### config.mk
export PLATFORM = sky130hd
export DESIGN_NAME = fast_mix_hash_64
export DESIGN_NICKNAME = d
export VERILOG_FILES = /design/src/rtl/fmh64_pkg.sv /design/src/rtl/fmh64_front.sv /design/src/rtl/fmh64_fifo.sv /design/src/rtl/fmh64_back.sv /design/src/rtl/fast_mix_hash_64.sv
export SDC_FILE = /design/constraint.sdc
export NUM_CORES = 2
export LEC_CHECK = 0
export BUFFER_PORTS_ARGS = -buffer_cell sky130_fd_sc_hd__buf_2
export CAP_MARGIN = 20
export CORE_MARGIN = 3
export CORE_UTILIZATION = 30
export DETAILED_ROUTE_END_ITERATION = 10
export HOLD_SLACK_MARGIN = 0.1
export SYNTH_ARGS = -nofsm -noshare
export SYNTH_HDL_FRONTEND = slang
export SYNTH_SLANG_ARGS = --single-unit
### constraint.sdc
create_clock -name clk -period 16.2 [get_ports clk]
set_clock_uncertainty 0.1 [all_clocks]
set_input_delay 1.62 -clock clk [delete_from_list [all_inputs] [get_ports clk]]
set_output_delay 1.62 -clock clk [all_outputs]
set_load 0.005 [all_outputs]
### src/rtl/fmh64_pkg.sv
// Shared types, constants and mixing helpers for the fast mix hash block.
package fmh64_pkg;

    localparam int LENGTH_BITS_DEF = 32;
    localparam int QUEUE_DEPTH_DEF = 2;

    localparam int WORD_W = 64;
    localparam int HALF_W = 32;
    localparam int LEN_W  = 32;

    localparam logic [WORD_W-1:0] MIX_MUL = 64'h2127599bf4325c37;
    localparam logic [WORD_W-1:0] ACC_MUL = 64'h880355f21e6d1965;

    localparam int PRE_SHIFT  = 23;
    localparam int POST_SHIFT = 47;

    typedef enum logic [1:0] {
        OP_START = 2'd0,
        OP_DATA  = 2'd1,
        OP_ERROR = 2'd2
    } op_t;

    typedef struct packed {
        op_t              op;
        logic             last;
        logic [LEN_W-1:0] len;
        logic [WORD_W-1:0] word;
    } cmd_t;

    function automatic logic [WORD_W-1:0] mix_pre(input logic [WORD_W-1:0] x);
        mix_pre = x ^ (x >> PRE_SHIFT);
    endfunction

    function automatic logic [WORD_W-1:0] mix_post(input logic [WORD_W-1:0] x);
        mix_post = x ^ (x >> POST_SHIFT);
    endfunction

endpackage

### src/rtl/fmh64_front.sv
// Front end: accepts words, tracks the open message and classifies each word.
module fmh64_front #(
    parameter int LENGTH_BITS = fmh64_pkg::LENGTH_BITS_DEF
) (
    input  logic                          clk,
    input  logic                          rst_n,
    input  logic                          in_valid,
    input  logic                          kind,
    input  logic [fmh64_pkg::WORD_W-1:0]  payload,
    input  logic [fmh64_pkg::LEN_W-1:0]   message_length,
    input  logic                          full,
    output logic                          push,
    output fmh64_pkg::cmd_t               cmd
);

    localparam logic [63:0] LEN_MASK =
        (LENGTH_BITS >= 64) ? {64{1'b1}} : ((64'd1 << LENGTH_BITS) - 64'd1);

    logic [LENGTH_BITS-1:0] rem_reg;
    logic [LENGTH_BITS-1:0] rem_next;
    logic                   open_reg;
    logic                   open_next;

    logic [63:0]                    len64;
    logic                           rem_lt8;
    logic [fmh64_pkg::WORD_W-1:0]   masked;

    assign push    = in_valid && !full;
    assign len64   = {32'b0, message_length} & LEN_MASK;
    assign rem_lt8 = (rem_reg[LENGTH_BITS-1:3] == '0);

    always_comb
    begin
        for (int b = 0; b < 8; b++)
        begin
            masked[b*8 +: 8] = (3'(b) < rem_reg[2:0]) ? payload[b*8 +: 8] : 8'd0;
        end
    end

    always_comb
    begin
        rem_next  = rem_reg;
        open_next = open_reg;
        cmd.op    = fmh64_pkg::OP_START;
        cmd.last  = 1'b0;
        cmd.len   = len64[fmh64_pkg::LEN_W-1:0];
        cmd.word  = payload;
        if (!kind)
        begin
            cmd.last  = (len64 == 64'd0);
            rem_next  = len64[LENGTH_BITS-1:0];
            open_next = (len64 != 64'd0);
        end
        else if (!open_reg)
        begin
            cmd.op = fmh64_pkg::OP_ERROR;
        end
        else
        begin
            cmd.op = fmh64_pkg::OP_DATA;
            if (rem_lt8)
            begin
                cmd.word  = masked;
                cmd.last  = 1'b1;
                rem_next  = '0;
                open_next = 1'b0;
            end
            else
            begin
                rem_next  = rem_reg - LENGTH_BITS'(8);
                cmd.last  = (rem_reg == LENGTH_BITS'(8));
                open_next = (rem_reg != LENGTH_BITS'(8));
            end
        end
    end

    always_ff @(posedge clk or negedge rst_n)
    begin
        if (!rst_n)
        begin
            rem_reg  <= '0;
            open_reg <= 1'b0;
        end
        else if (push)
        begin
            rem_reg  <= rem_next;
            open_reg <= open_next;
        end
    end

endmodule

### src/rtl/fmh64_fifo.sv
// Short command queue between the front end and the hashing back end.
module fmh64_fifo #(
    parameter int DEPTH = fmh64_pkg::QUEUE_DEPTH_DEF
) (
    input  logic            clk,
    input  logic            rst_n,
    input  logic            push,
    input  fmh64_pkg::cmd_t push_cmd,
    input  logic            pop,
    output fmh64_pkg::cmd_t head,
    output logic            full,
    output logic            empty
);

    localparam int PTR_W = $clog2(DEPTH);
    localparam int CNT_W = $clog2(DEPTH + 1);

    fmh64_pkg::cmd_t entries [DEPTH];

    logic [PTR_W-1:0] wr_ptr_reg;
    logic [PTR_W-1:0] rd_ptr_reg;
    logic [CNT_W-1:0] count_reg;

    assign full  = (count_reg == CNT_W'(DEPTH));
    assign empty = (count_reg == '0);
    assign head  = entries[rd_ptr_reg];

    always_ff @(posedge clk)
    begin
        if (push)
        begin
            entries[wr_ptr_reg] <= push_cmd;
        end
    end

    always_ff @(posedge clk or negedge rst_n)
    begin
        if (!rst_n)
        begin
            wr_ptr_reg <= '0;
            rd_ptr_reg <= '0;
            count_reg  <= '0;
        end
        else
        begin
            if (push)
            begin
                wr_ptr_reg <= (wr_ptr_reg == PTR_W'(DEPTH - 1)) ? '0
                                                                : wr_ptr_reg + PTR_W'(1);
            end
            if (pop)
            begin
                rd_ptr_reg <= (rd_ptr_reg == PTR_W'(DEPTH - 1)) ? '0
                                                                : rd_ptr_reg + PTR_W'(1);
            end
            if (push && !pop)
            begin
                count_reg <= count_reg + CNT_W'(1);
            end
            else if (pop && !push)
            begin
                count_reg <= count_reg - CNT_W'(1);
            end
        end
    end

endmodule

### src/rtl/fmh64_back.sv
// Back end: runs the hash arithmetic on a shared 32x32 multiplier and holds the result.
module fmh64_back (
    input  logic                          clk,
    input  logic                          rst_n,
    input  fmh64_pkg::cmd_t               head,
    input  logic                          empty,
    output logic                          pop,
    output logic                          out_valid,
    input  logic                          out_stall,
    output logic [fmh64_pkg::WORD_W-1:0]  hash_wide,
    output logic [fmh64_pkg::HALF_W-1:0]  hash_folded,
    output logic                          sequence_error
);

    localparam int W = fmh64_pkg::WORD_W;
    localparam int H = fmh64_pkg::HALF_W;

    typedef enum logic [3:0] {
        S_IDLE = 4'b0001,
        S_MUL  = 4'b0010,
        S_POST = 4'b0100,
        S_OUT  = 4'b1000
    } state_t;

    typedef enum logic [1:0] {
        J_START    = 2'd0,
        J_DATA_MIX = 2'd1,
        J_DATA_ACC = 2'd2,
        J_FINAL    = 2'd3
    } job_t;

    state_t state_reg;
    state_t state_next;
    job_t   job_reg;
    job_t   job_next;
    logic [1:0] cnt_reg;
    logic [1:0] cnt_next;

    fmh64_pkg::cmd_t cmd_reg;
    fmh64_pkg::cmd_t cmd_next;
    logic [W-1:0] acc_reg;
    logic [W-1:0] acc_next;
    logic [W-1:0] a_reg;
    logic [W-1:0] a_next;
    logic [W-1:0] b_reg;
    logic [W-1:0] b_next;
    logic [W-1:0] prod_reg;
    logic [W-1:0] prod_next;
    logic [W-1:0] sum_reg;
    logic [W-1:0] sum_next;
    logic [W-1:0] res_reg;
    logic [W-1:0] res_next;
    logic         err_reg;
    logic         err_next;

    logic         out_valid_reg;
    logic         out_valid_next;
    logic [W-1:0] hash_wide_reg;
    logic [W-1:0] hash_wide_next;
    logic [H-1:0] hash_folded_reg;
    logic [H-1:0] hash_folded_next;
    logic         seq_err_reg;
    logic         seq_err_next;

    logic [H-1:0] mul_a;
    logic [H-1:0] mul_b;
    logic [W-1:0] mul_p;
    logic [W-1:0] post_h;
    logic         out_free;

    assign out_valid      = out_valid_reg;
    assign hash_wide      = hash_wide_reg;
    assign hash_folded    = hash_folded_reg;
    assign sequence_error = seq_err_reg;
    assign out_free       = !out_valid_reg || !out_stall;

    // The three partial products that make up the low 64 bits of a 64x64 product.
    always_comb
    begin
        case (cnt_reg)
            2'd0:
            begin
                mul_a = a_reg[H-1:0];
                mul_b = b_reg[H-1:0];
            end
            2'd1:
            begin
                mul_a = a_reg[W-1:H];
                mul_b = b_reg[H-1:0];
            end
            default:
            begin
                mul_a = a_reg[H-1:0];
                mul_b = b_reg[W-1:H];
            end
        endcase
    end

    assign mul_p  = mul_a * mul_b;
    assign post_h = cmd_reg.word ^ sum_reg;

    always_comb
    begin
        state_next       = state_reg;
        job_next         = job_reg;
        cnt_next         = cnt_reg;
        cmd_next         = cmd_reg;
        acc_next         = acc_reg;
        a_next           = a_reg;
        b_next           = b_reg;
        prod_next        = prod_reg;
        sum_next         = sum_reg;
        res_next         = res_reg;
        err_next         = err_reg;
        pop              = 1'b0;
        out_valid_next   = out_valid_reg && out_stall;
        hash_wide_next   = hash_wide_reg;
        hash_folded_next = hash_folded_reg;
        seq_err_next     = seq_err_reg;

        case (state_reg)
            S_IDLE:
            begin
                if (!empty)
                begin
                    pop      = 1'b1;
                    cmd_next = head;
                    cnt_next = 2'd0;
                    case (head.op)
                        fmh64_pkg::OP_START:
                        begin
                            a_next     = {{(W - fmh64_pkg::LEN_W){1'b0}}, head.len};
                            b_next     = fmh64_pkg::ACC_MUL;
                            job_next   = J_START;
                            state_next = S_MUL;
                        end
                        fmh64_pkg::OP_DATA:
                        begin
                            a_next     = fmh64_pkg::mix_pre(head.word);
                            b_next     = fmh64_pkg::MIX_MUL;
                            job_next   = J_DATA_MIX;
                            state_next = S_MUL;
                        end
                        fmh64_pkg::OP_ERROR:
                        begin
                            res_next   = '0;
                            err_next   = 1'b1;
                            state_next = S_OUT;
                        end
                        default:
                        begin
                            state_next = S_IDLE;
                        end
                    endcase
                end
            end
            S_MUL:
            begin
                prod_next = mul_p;
                cnt_next  = cnt_reg + 2'd1;
                case (cnt_reg)
                    2'd0:
                    begin
                        sum_next = '0;
                    end
                    2'd1:
                    begin
                        sum_next = prod_reg;
                    end
                    2'd2:
                    begin
                        sum_next = sum_reg + {prod_reg[H-1:0], {H{1'b0}}};
                    end
                    default:
                    begin
                        sum_next   = sum_reg + {prod_reg[H-1:0], {H{1'b0}}};
                        state_next = S_POST;
                    end
                endcase
            end
            S_POST:
            begin
                cnt_next = 2'd0;
                case (job_reg)
                    J_START:
                    begin
                        if (cmd_reg.last)
                        begin
                            a_next     = fmh64_pkg::mix_pre(post_h);
                            b_next     = fmh64_pkg::MIX_MUL;
                            job_next   = J_FINAL;
                            state_next = S_MUL;
                        end
                        else
                        begin
                            acc_next   = post_h;
                            state_next = S_IDLE;
                        end
                    end
                    J_DATA_MIX:
                    begin
                        a_next     = acc_reg ^ fmh64_pkg::mix_post(sum_reg);
                        b_next     = fmh64_pkg::ACC_MUL;
                        job_next   = J_DATA_ACC;
                        state_next = S_MUL;
                    end
                    J_DATA_ACC:
                    begin
                        acc_next = sum_reg;
                        if (cmd_reg.last)
                        begin
                            a_next     = fmh64_pkg::mix_pre(sum_reg);
                            b_next     = fmh64_pkg::MIX_MUL;
                            job_next   = J_FINAL;
                            state_next = S_MUL;
                        end
                        else
                        begin
                            state_next = S_IDLE;
                        end
                    end
                    default:
                    begin
                        res_next   = fmh64_pkg::mix_post(sum_reg);
                        err_next   = 1'b0;
                        state_next = S_OUT;
                    end
                endcase
            end
            S_OUT:
            begin
                if (out_free)
                begin
                    out_valid_next   = 1'b1;
                    hash_wide_next   = res_reg;
                    hash_folded_next = res_reg[H-1:0] - res_reg[W-1:H];
                    seq_err_next     = err_reg;
                    state_next       = S_IDLE;
                end
            end
            default:
            begin
                state_next = S_IDLE;
            end
        endcase
    end

    always_ff @(posedge clk or negedge rst_n)
    begin
        if (!rst_n)
        begin
            state_reg     <= S_IDLE;
            job_reg       <= J_START;
            cnt_reg       <= 2'd0;
            out_valid_reg <= 1'b0;
        end
        else
        begin
            state_reg     <= state_next;
            job_reg       <= job_next;
            cnt_reg       <= cnt_next;
            out_valid_reg <= out_valid_next;
        end
    end

    always_ff @(posedge clk)
    begin
        cmd_reg         <= cmd_next;
        acc_reg         <= acc_next;
        a_reg           <= a_next;
        b_reg           <= b_next;
        prod_reg        <= prod_next;
        sum_reg         <= sum_next;
        res_reg         <= res_next;
        err_reg         <= err_next;
        hash_wide_reg   <= hash_wide_next;
        hash_folded_reg <= hash_folded_next;
        seq_err_reg     <= seq_err_next;
    end

endmodule

### src/rtl/fast_mix_hash_64.sv
// Top level of the streaming 64-bit fast mix hash with its 32-bit fold.
// Every 64-bit multiply runs as three passes of one 32x32 multiplier.
// A data word runs two multiplies in the back end; a final word adds a third for the mix.
// A zero-length start runs its length multiply and then the final mix before its result is given.
// Words queue in a short buffer, so input stalls only when that buffer is full.
// Reset (rst_n low, asynchronous) closes any open message and empties queue and output.
module fast_mix_hash_64 #(
    parameter int LENGTH_BITS = fmh64_pkg::LENGTH_BITS_DEF,
    parameter int QUEUE_DEPTH = fmh64_pkg::QUEUE_DEPTH_DEF
) (
    input  logic                          clk,
    input  logic                          rst_n,
    input  logic                          in_valid,
    output logic                          in_stall,
    input  logic                          kind,
    input  logic [fmh64_pkg::WORD_W-1:0]  payload,
    input  logic [fmh64_pkg::LEN_W-1:0]   message_length,
    output logic                          out_valid,
    input  logic                          out_stall,
    output logic [fmh64_pkg::WORD_W-1:0]  hash_wide,
    output logic [fmh64_pkg::HALF_W-1:0]  hash_folded,
    output logic                          sequence_error
);

    logic            push;
    logic            pop;
    logic            full;
    logic            empty;
    fmh64_pkg::cmd_t push_cmd;
    fmh64_pkg::cmd_t head;

    assign in_stall = full;

    fmh64_front #(
        .LENGTH_BITS (LENGTH_BITS)
    ) u_front (
        .clk            (clk),
        .rst_n          (rst_n),
        .in_valid       (in_valid),
        .kind           (kind),
        .payload        (payload),
        .message_length (message_length),
        .full           (full),
        .push           (push),
        .cmd            (push_cmd)
    );

    fmh64_fifo #(
        .DEPTH (QUEUE_DEPTH)
    ) u_fifo (
        .clk      (clk),
        .rst_n    (rst_n),
        .push     (push),
        .push_cmd (push_cmd),
        .pop      (pop),
        .head     (head),
        .full     (full),
        .empty    (empty)
    );

    fmh64_back u_back (
        .clk            (clk),
        .rst_n          (rst_n),
        .head           (head),
        .empty          (empty),
        .pop            (pop),
        .out_valid      (out_valid),
        .out_stall      (out_stall),
        .hash_wide      (hash_wide),
        .hash_folded    (hash_folded),
        .sequence_error (sequence_error)
    );

endmodule
---- Yosys cells after proc, flatten, opt, wreduce, memory -nomap -nowiden ----
Memories as Yosys holds them, arrays and structs flattened.
Index checks and enable logic that the tools add are counted.
word-level totals
  register bits after elaboration ......... 593
  bits in latches ......................... 0
  bits in writable memories ............... 198
  memory bits (read-only) ................. 0
  output and inout bits ................... 99
  memories kept ........................... 1
memories
  name            words  bits a word  read ports  clocked after memory_dff  wr ports  line              text
  u_fifo.entries  2      99           1           0                         1         fmh64_fifo.sv:18  fmh64_pkg::cmd_t entries [DEPTH];
operators by class
  add/subtract/negate cells ............... 8
  multiply operators ...................... 1
  div/mod/pow operators ................... 0
  $lt $le $gt $ge ......................... 8
  eq/ne operators ......................... 26
  shift operators ......................... 0
  mux-type cells .......................... 70
  bitwise gates (word level) .............. 7
  reductions and logical operators ........ 35
operator list
  kind                     count
  $pmux W64 S2             8
  $mux W64                 12
  $pmux W64 S3             1
  $xor A64 B41 Y64         3
  $mux W32                 5
  $xor A64 B64 Y64         2
  $add A64 B64 Y64         1
  $logic_not A64 Y1        1
  $mul A32 B32 Y64         1
  $mux W8                  8
  $reduce_bool A64 Y1      1
  $xor A64 B17 Y64         1
  $eq A32 B4 Y1 const B    1
  $ne A32 B4 Y1 const B    1
  $sub A32 B32 Y32         1
  $sub A32 B4 Y32 const B  1
  $logic_not A29 Y1        1
  $mux W1                  17
  $mux W2                  8
  $pmux W4 S2              2
  $pmux W4 S4              1
  $lt A3 B3 Y1 const A     4
  $mux W4                  3
  $pmux W2 S2              3
  other kinds (32)         68

---- Depth between registers and ports, before layout ----
  depth in word-level cells ............... 7
  gate-level depth with buffers ........... 37
  gate-level depth less buffers ........... 33

---- Hierarchy ----
From an unflattened synthesis, not the netlist that was laid out.
second synthesis, totals
  cells, all modules ...................... 5,810
  area total of the unflattened synthesis .. 64,290.4 sq um
modules (own cells, without submodules)
  module       instances  cells each  area an instance (sq um)  seq. area each (sq um)
  fmh64_back   1          5,124       53,563.9                  14,790.4
  fmh64_fifo   1          324         7,830.0                   6,045.8
  fmh64_front  1          362         2,896.5                   825.8

---- Least setup slack after synthesis ----
OpenSTA, ideal clock, no wires.
  path type ............................... register to register
  from .................................... reg u_back.cnt_reg[1]
  to ...................................... reg u_back.prod_reg[56], data pin
  library setup time ...................... 0.255 ns
  arrival ................................. 8.550 ns
  required time ........................... 15.845 ns
  slack ................................... 7.295 ns
  stages on the path, launching flop included .. 34
  clock period less this slack ............ 8.905 ns
  path through ............................ dfrtp_1 inv_1 ha_1 clkbuf_1 clkbuf_1 clkbuf_1 mux2i_1 inv_1 nand2_1 inv_1 a21oi_1 inv_1 fa_1 fa_1 fa_1 inv_1 fa_1 inv_1 fa_1 fa_1 fa_1 inv_1 fa_1 inv_1 ha_1 clkbuf_1 a21o_1 a21o_1 a21oi_1 o21ai_0 a211oi_1 o21ai_1 or4_1 and3_1
between the ends
  word-level cells in the longest chain between the ends .. 4
  elaborated cells on any way between the ends .. 6
  those cells by class .................... 1 x mul; 1 x eq/ne; 2 x mux; 2 x reduce/logical
RTL lines
  what                                                     line               text
  start: declaration                                       fmh64_back.sv:36   logic [1:0] cnt_reg;
  start signal: assignment                                 fmh64_back.sv:261  cnt_reg <= cnt_next;
  $eq A2 B1 Y1 / $logic_not A2 Y1 (equally long branches)  fmh64_back.sv:80   case (cnt_reg)
  $reduce_or A2 Y1 (no source line)                        n/a
  $mux W32                                                 fmh64_back.sv:80
  $mul A32 B32 Y64 *                                       fmh64_back.sv:99   assign mul_p = mul_a * mul_b;
  named net u_back.mul_p[56]                               fmh64_back.sv:67   logic [W-1:0] mul_p;
  end signal: assignment                                   fmh64_back.sv:272  prod_reg <= prod_next;
  end: declaration                                         fmh64_back.sv:47   logic [W-1:0] prod_reg;
Mark *: on every way through the listed nets, which the timed path passes. The rest lies on a longest branch.
A chain may end at the register's enable or synchronous reset.

---- Worst setup path in the final report ----
  from .................................... reg u_back.cnt_reg[0]
  to ...................................... reg u_back.prod_reg[49], data pin
Same word-level chain as after synthesis.

==> results_dict.tcl <==
set metrics [dict create \
    outcome "completed" \
    critPathMaxStageDelay_ns 0.59 \
    synth.top_cell.area_share_pct 32.0 \
    clk_path_buf_depth 3 \
    tns_ns 0 \
    gp_congestion 0.988 \
    grt_overflow 0 \
    slew_headroom_pct 22.6 \
    grt_max_degree 89 \
    dr.pass1.iters 5 \
    die_area_um2 219000 \
    cts_resized 0 \
    hp-class "flip-flop to flip-flop" \
    worst-path-buf-inv 8 \
    synth-edff-count 683 \
    ios 200 \
    fp.dieW_um 468 \
    arrival_ns 11.16 \
    crit_top_cell "fa_1" \
    root_buffer "clkbuf_16" \
    dp.final_hpwl_mm 200 \
    synth-async-reset-ratio_pct 6.31 \
    worst_pin_slew_ns 1.16 \
    antenna_found_initial 13 \
    rows 168 \
    cts_hold_buf 0 \
    cts.sinks 729 \
    path_max_fanout 47 \
    cp.depth 31 \
    ant_nets 0 \
    synth.distinct_cells 90 \
    r2r.worst_path.cells 31 \
    rsz0062_at_grt "false" \
    required_ns 16.50 \
    start_util_pct 30.4 \
    syn_area_um2 64000 \
    post-cts-setup-buffers 0 \
    routed_wl_mm 238 \
    cts.clk_slew.worst_paths_ns 0.06 \
    first_iter_violations 4265 \
    synth_seq_cells 729 \
    via_count 44600 \
    ff_latch_area_um2 21700 \
    multiInputGateArea_um2 37400 \
    crit_slowest_cell "fa_1" \
    synth.avg_cell_area_um2 10.8 \
    synth_ff_type "edfxtp_1" \
    grt_util_all_layers_pct 21.6 \
    yosys-top-cells-area "edfxtp_1 32%, fa_1 24%, ha_1 8.8%" \
    layout-drive-gt1-share_pct 8.28 \
    cts_tree "done" \
    nets 7412 \
    critPathTopFamily "adder cells" \
    wl_per_cell_um 26.6 \
    largest_reg_flops 198 \
    maxCapViolations 0 \
    h-tree-depth 3 \
    drc 0 \
    num-fill-cells 21300 \
    maxSlewViolCount 0 \
    area_growth_pct 11.0 \
    setup_ws_ns 5.34 \
    whs_path_depth 0 \
    grt_pass1_wl_mm 338 \
    finalHoldViolCount 0 \
    clock.fmax_mhz 92.1 \
    yosysWarnings 0 \
    ys_seq_area_share_pct 33.8 \
    path_class "flip-flop to flip-flop" \
    period_needed_ns 10.86 \
    cts_buffers 82 \
    port_buffers 199 \
    cp-start-kind "flip-flop" \
    die_h_um 468 \
    vias_per_cell 4.97 \
    fin_crit_sh_pct 67.1 \
    syn_inst 5946 \
    grt_pass1_vias 45900 \
    clk_latency_ns 0.72 \
    end_kind "flip-flop" \
    yosysTopAreaCell "edfxtp_1" \
    post-place-ws_ns 5.54 \
    setup_violations 0 \
    core_area_um2 211000 \
]
## worst reg2reg max path, delay by kind of cell (launching register included)
family          cells  cell delay, ns
flops               1            0.45
compound gates      4            1.12
xor+xnor            1            0.11
buf+inv             8            1.86
fa+ha+maj          10            4.49
simple gates        8            2.41
## cell usage after synthesis (45+ instances only)
cell / n
ha_1: 452
a21oi_1: 240
fa_1: 766
edfxtp_1: 683
mux2i_1: 57
nor2_1: 333
mux2_2: 65
nand2b_1: 53
nand2_1: 405
clkbuf_1: 166
xnor2_1: 322
xor2_1: 85
and2_1: 155
o21ai_0: 244
inv_1: 1142
dfrtp_1: 45
a21o_1: 79
nand3_1: 62
nor2b_1: 89
## metrics by stage
step / instances / utilization, % / instance area (µm²) / hold WS, ns
finish: 8972 / 33.7 / 71000 / 0.322
global route: 8967 / 33.7 / 71000 / 0.333
CTS: 8966 / 33.7 / 71000 / 0.325
detailed placement: 8813 / 32.4 / 68400 / 0.312
global placement: 8809 / 32.4 / 68300 / 0.311
floorplan: 5947 / - / 64000 / 0.300
## area by class of cell
| class | instances | share of cell area (%) |
|---|---|---|
| Clock buffer | 100 | 3.00 |
| Inverter | 1145 | 6.06 |
| Antenna cell | 5 | 0.0176 |
| Sequential cell | 729 | 30.5 |
| Timing Repair Buffer | 257 | 2.05 |
| Clock inverter | 53 | 0.745 |
| Tap cell | 2805 | 4.94 |
| Multi-Input combinational cell | 3878 | 52.7 |
## worst paths after layout
path	start	to	slack (ns)
min in group asynchronous	rst_n	u_front.rem_reg[11]	0.92
max	u_back.cnt_reg[0]	u_back.prod_reg[49]	5.34
min reg2reg	u_back.err_reg	u_back.sequence_error	0.32
min	u_back.err_reg	u_back.sequence_error	0.32
max in group asynchronous	rst_n	u_fifo.rd_ptr_reg	14.59
max reg2reg	u_back.cnt_reg[0]	u_back.prod_reg[49]	5.34
## layer usage
metal / part of all wire, % / up-vias / track usage [%]
met2: 44 / 1763 / 33.1
met3: 7.3 / 284 / 3.56
met4: 4.5 / 4 / 8.38
met5: 0.011 / - / 0
met1: 44 / 22800 / 30.5
li1: - / 19700 / -
## cells in the final DEF, fill, tap and decap left out, drive strengths merged, types with 15 or more instances in the layout
| master | n |
|---|---|
| buf | 257 |
| and2 | 156 |
| nor4 | 18 |
| fa | 766 |
| edfxtp | 683 |
| xor2 | 85 |
| a22o | 15 |
| nand2b | 54 |
| clkbuf | 100 |
| nand3 | 62 |
| clkinv | 39 |
| o221ai | 20 |
| mux2 | 65 |
| dfrtp | 45 |
| a31oi | 17 |
| o211ai | 24 |
| o21bai | 34 |
| o22ai | 34 |
| and3 | 22 |
| a221oi | 22 |
| mux2i | 57 |
| nand2 | 405 |
| o21a | 18 |
| xnor2 | 322 |
| nor2b | 91 |
| ha | 452 |
| or2 | 16 |
| nand4 | 19 |
| a21oi | 241 |
| a211oi | 35 |
| nor2 | 334 |
| inv | 1150 |
| nor3 | 38 |
| a21o | 80 |
| o21ai | 246 |
## cell families after synthesis
group,after synthesis,synth area share [%]
buffers and inverters,1340,7.87
AND/OR/NAND/NOR,1260,9.38
adder cells (fa/ha/maj),1218,32.8
AO/OA/AOI/OAI,869,8.51
flip-flops,729,33.8
XOR/XNOR,407,5.57
multiplexers,122,2.03
other,1,0.00586
Power is left out: the tool's default activity adds up to more than one toggle a clock period on the data nets, which glitch-free logic cannot reach.
